File: src/rdu_div_pipe.sv
// Pipelined restoring divider, STEPS quotient bits per stage, shared divisor.
// Depends on nothing beyond its parameters.
module rdu_div_pipe #(
  parameter int LANES = 1,
  parameter int NUM_W = 40,
  parameter int DEN_W = 15,
  parameter int Q_W   = 28,
  parameter int STEPS = 4,
  parameter int PAY_W = 8
) (
  input  logic                        clk,
  input  logic                        rst_n,
  input  logic                        en,
  input  logic                        in_vld,
  input  logic [LANES-1:0][NUM_W-1:0] in_num,
  input  logic [DEN_W-1:0]            in_den,
  input  logic [PAY_W-1:0]            in_pay,
  output logic                        out_vld,
  output logic [LANES-1:0][Q_W-1:0]   out_q,
  output logic [PAY_W-1:0]            out_pay
);
  localparam int WK_W   = DEN_W + Q_W;
  localparam int STAGES = (Q_W + STEPS - 1) / STEPS;

  logic                       vld_in  [STAGES];
  logic [LANES-1:0][WK_W-1:0] wk_in   [STAGES];
  logic [DEN_W-1:0]           den_in  [STAGES];
  logic [PAY_W-1:0]           pay_in  [STAGES];
  logic [LANES-1:0][WK_W-1:0] wk_nxt  [STAGES];
  logic                       vld_r   [STAGES];
  logic [LANES-1:0][WK_W-1:0] wk_r    [STAGES];
  logic [DEN_W-1:0]           den_r   [STAGES];
  logic [PAY_W-1:0]           pay_r   [STAGES];

  for (genvar s = 0; s < STAGES; s++) begin : g_stage
    if (s == 0) begin : g_first
      always_comb begin
        for (int l = 0; l < LANES; l++) begin
          wk_in[0][l] = WK_W'(in_num[l]);
        end
      end
      assign vld_in[0] = in_vld;
      assign den_in[0] = in_den;
      assign pay_in[0] = in_pay;
    end else begin : g_next
      assign wk_in[s]  = wk_r[s-1];
      assign vld_in[s] = vld_r[s-1];
      assign den_in[s] = den_r[s-1];
      assign pay_in[s] = pay_r[s-1];
    end

    always_comb begin
      logic [DEN_W-1:0] rem;
      logic [Q_W-1:0]   low;
      logic [DEN_W:0]   r2;
      for (int l = 0; l < LANES; l++) begin
        rem = wk_in[s][l][WK_W-1:Q_W];
        low = wk_in[s][l][Q_W-1:0];
        for (int j = 0; j < STEPS; j++) begin
          if (s * STEPS + j < Q_W) begin
            r2  = {rem, low[Q_W-1]};
            low = {low[Q_W-2:0], 1'b0};
            if (r2 >= {1'b0, den_in[s]}) begin
              r2     = r2 - {1'b0, den_in[s]};
              low[0] = 1'b1;
            end
            rem = r2[DEN_W-1:0];
          end
        end
        wk_nxt[s][l] = {rem, low};
      end
    end

    always_ff @(posedge clk) begin
      if (!rst_n) begin
        vld_r[s] <= 1'b0;
      end else if (en) begin
        vld_r[s] <= vld_in[s];
      end
    end

    always_ff @(posedge clk) begin
      if (en) begin
        wk_r[s]  <= wk_nxt[s];
        den_r[s] <= den_in[s];
        pay_r[s] <= pay_in[s];
      end
    end
  end

  always_comb begin
    for (int l = 0; l < LANES; l++) begin
      out_q[l] = wk_r[STAGES-1][l][Q_W-1:0];
    end
  end
  assign out_vld = vld_r[STAGES-1];
  assign out_pay = pay_r[STAGES-1];

endmodule

File: config.mk
export PLATFORM = sky130hd
export DESIGN_NAME = rdu_div_pipe
export DESIGN_NICKNAME = d
export VERILOG_FILES = /design/src/rdu_div_pipe.sv
export SDC_FILE = /design/constraint.sdc
export NUM_CORES = 2
export LEC_CHECK = 0
export BUFFER_PORTS_ARGS = -buffer_cell sky130_fd_sc_hd__buf_4
export CORE_ASPECT_RATIO = 1.4
export CORE_UTILIZATION = 55
export CTS_CLUSTER_SIZE = 40
export DETAILED_ROUTE_END_ITERATION = 16
export HOLD_SLACK_MARGIN = 0.12
export PLACE_DENSITY = 0.78
export SLEW_MARGIN = 15
export SYNTH_ARGS = -nofsm -noshare
export SYNTH_HDL_FRONTEND = slang
export SYNTH_SLANG_ARGS = --single-unit
File: constraint.sdc
create_clock -name clk -period 14.45 [get_ports clk]
set_clock_uncertainty 0.2 [all_clocks]
set_input_delay 2.1675 -clock clk [delete_from_list [all_inputs] [get_ports clk]]
set_output_delay 2.1675 -clock clk [all_outputs]
set_load 0.02 [all_outputs]
**Word level (Yosys, flattened, before mapping)**

Memories as Yosys holds them, arrays and structs flattened.
Index checks and enable logic that the tools add are counted.

- Logic and storage cells: 135
- Bits in registers: 0
- Memories kept: 4
- Bits of input ports: 67
- Output and inout bits: 37
- Bits in writable memories: 469

- Order comparisons: 28
- Add/subtract/negate cells: 28
- Muxes and demuxes: 68
- Bitwise gates (word level): 7

Memory list:

| memory | words | bits a word | read ports | clocked after memory_dff | wr ports | RTL line | RTL |
|---|---|---|---|---|---|---|---|
| wk_r | 7 | 43 | 7 | 0 | 7 | 31 | `logic [LANES-1:0][WK_W-1:0] wk_r [STAGES];` |
| den_r | 7 | 15 | 6 | 0 | 7 | 32 | `logic [DEN_W-1:0] den_r [STAGES];` |
| pay_r | 7 | 8 | 7 | 0 | 7 | 33 | `logic [PAY_W-1:0] pay_r [STAGES];` |
| vld_r | 7 | 1 | 7 | 0 | 7 | 30 | `logic vld_r [STAGES];` |

Operators with widths:

| operator | number |
|---|---|
| 16-bit by 15-bit >= comparator with 1-bit output | 27 |
| 15-bit two-way mux | 28 |
| 15-bit subtractor | 27 |
| 1-bit two-way mux | 40 |
| 13-bit by 15-bit >= comparator with 1-bit output | 1 |
| 13-bit by 15-bit subtractor with 15-bit output | 1 |
| 1-bit bitwise OR | 7 |

**Depth between registers and ports, before layout**

An unclocked memory read counts as a cell.

- Depth after elaboration: 9
- Gate-level depth with buffers: 51

**Least setup slack after synthesis**

No wires, ideal clock.

- Path kind: input to register
- From: input port in_den[6]
- To: memory wk_r[0][35] (netlist bit), data pin
- Path slack: 2680 ps
- Arrival time: 11310 ps
- Stages on the path: 43
- Library setup time: 261 ps
- Path buffers: 6
- Cell sequence: inv_1 ha_1 clkbuf_1 nand2_1 o21ai_0 o21ba_2 o31a_1 clkbuf_1 clkbuf_1 mux2_2 ha_1 a21o_1 a21o_1 a221oi_1 a21oi_1 o21ai_0 nand2_1 clkbuf_1 [7 not listed] o21bai_1 a31oi_1 nor3_2 inv_2 clkbuf_1 mux2_2 ha_1 or2_2 a21oi_1 a21oi_1 nand4_1 a41oi_1 o22ai_1 inv_1 o31ai_1 inv_2 buf_2 a221o_1

RTL lines:

| what | RTL line | RTL |
|---|---|---|
| start: declaration | 16 | `input logic [DEN_W-1:0] in_den,` |
| end: declaration | 31 |  |

==> flow_summary.ini <==
[logic_synthesis]
async_reset_ff_share_pct = 0
synth-seq-cells = 439
synth_flop_cell = edfxtp_1
ys_warn_count = 0
synth_cell_type_count = 97
syn_inst = 3773
syn-num-nets = 4285
avgSynthCellArea_um2 = 9.82
seq_area_frac_synth_pct = 35.6
synth.cell_area_um2 = 37000
synth-edff-count = 438

[setup_path]
required_ns = 14.61
crit_slowest_cell = edfxtp_1
worst_ep_arrival_time_ns = 13.15
critPathKind = reg -> reg
slowest_delay_ns = 0.63
cp-end-kind = flop
cp_max_fo = 25
worstReg2RegStart = den_r[0][1]
start_kind = flop
cp-startpoint = den_r[0][1]
crit_top_cell = o21ai_0

[layout]
nNetsFinal = 4395
final_cell_mix = 438 x edfxtp_1, 418 x ha_1, 291 x a21oi_1, 268 x inv_1, 257 x nor2_1
num_antenna_cells = 0
final_common_cell = edfxtp_1
register_area_um2 = 13200
multi_input_area_um2 = 22600
drive_above_1_share_pct = 10.2
syn_to_final_growth_pct = 8.85
fillers = 5641

[route]
vias = 29742
met3_length_um = 3390
wl_met1_um = 34500
ant_nets = 0
routed_via_density = 6.23
drc = 0
wl_met2_um = 50000
drt_iter0_drc = 1980
top_layer = met4
wl_um = 94500
drtPass1Iterations = 6
wire_per_inst_um = 19.8

[hold_path]
hold_class = reg -> reg
min-delay-start = wk_r[4][1]

[sta]
worst_slew_pin_slew_ns = 1.01
finalSetupTns_ns = 0
fmax_mhz = 77.0
hold_violations = 0
rsz0062_at_grt = no
drv_slew = 0
finalCriticalPeriod_ns = 12.99
fin_crit_sh_pct = 89.9
relSlewSlack_pct = 32.4
setup_violations = 0

[clock_tree]
clk_pin_slew_ns = 0.06
htreeDepth = 2
cts_resized = 0
post-cts-setup-buffer-count = 0
cts_buffers = 48
ctsHoldBuffers = 0
cts_sinks = 439
clk_path_buf_depth = 3
insertion_delay_ns = 0.63
cts-root-buf = clkbuf_16
cts_tree = yes

[floorplan]
rows = 112
core_um2 = 66600
ios = 104
dieArea_um2 = 68400
initial_utilization_pct = 55.6
die_w_um = 221
dieHeight_um = 309

[global_routing]
antenna_found_initial = 0
grt_pass1_wl_um = 148000
grt_usage_pct = 27.2
gr-total-overflow = 0
grt_pass1_vias = 29059
grt_max_degree = 116

[status]
status = complete, no violations

[placement]
gp_congestion = 0.987
hpwlAfterDp_um = 75100
place.port_buffers = 103

[run]
drv_cap = 0
cell type report:
cell class / count / area share (%)
well taps: 855 / 2.65
clock buffers: 53 / 3.03
flip-flops and latches: 439 / 32.7
repair buffers: 122 / 2.29
clock inverters: 35 / 0.822
inverters: 276 / 2.57
multi-input cells: 2996 / 56.0
state kept, by name (all words and copies together) (netlist names):
name / flops
wk_r: 286
den_r: 90
pay_r: 56
vld_r: 7
through the flow:
step	cell area, um^2	hold slack [ns]	std cells	worst slack, ns	util, %
global route	40300	0.217	4776	0.886	60.6
finish	40300	0.213	4776	1.46	60.6
detailed placement	38800	0.205	4688	1.51	58.2
global placement	38800	0.201	4688	1.71	58.2
floorplan	37000	0.200	3773	2.68	-
CTS	40300	0.215	4776	1.69	60.6
worst paths after layout:
path              cells after the start  slack [ns]     endpoint
hold / removal                        0        0.21   wk_r[5][5]
hold reg to reg                       0        0.21   wk_r[5][5]
setup reg to reg                     40        1.46  wk_r[1][32]
setup / recovery                     40        1.46  wk_r[1][32]
kinds of logic (layout without fill, tap and decap cells):
kind of cell,after synthesis,in the layout,synth area share (%)
adder cells (fa/ha/maj),445,445,15.6
flip-flops,439,439,35.6
AO/OA/AOI/OAI,1092,1092,19.6
multiplexers,203,203,6.01
buffers and inverters,338,486,3.57
AND/OR/NAND/NOR,986,986,13.3
XOR/XNOR,270,270,6.39
cells in the mapped netlist (32+ instances only):
cell type,number,area [um^2]
ha_1,418,5230
inv_1,268,1010
a221o_1,32,320
nand2_1,236,886
nand4_1,63,394
a21o_1,94,706
o21a_1,68,510
o31ai_1,32,240
nor3_1,66,330
mux2_2,131,1480
mux2i_1,52,521
o21ai_0,236,1180
nand3_1,69,345
nor2b_1,66,413
edfxtp_1,438,13200
o21bai_1,34,255
nand2b_1,61,382
nor2_1,257,965
xnor2_1,176,1540
a21oi_1,291,1460
xor2_1,94,823
clkbuf_1,43,161
critical path, delay by kind of cell, from the launching register on:
| kind | cells | cell delay [ns] |
|---|---|---|
| buffers and inverters | 2 | 0.43 |
| AO/OA/AOI/OAI | 23 | 7.12 |
| AND/OR/NAND/NOR | 10 | 2.26 |
| adder cells (fa/ha/maj) | 4 | 1.70 |
| flip-flops | 1 | 0.63 |
| multiplexers | 1 | 0.34 |
metal layers:
layer  track usage [%]  up-vias
met2              52.3      846
met5                 0        -
met3              2.74      325
met1              27.7    14073
li1                  -    14498
met4              18.2        0
Power is not shown: default switching activity piles up to over one toggle a cycle in this logic, so the estimate is an artifact.
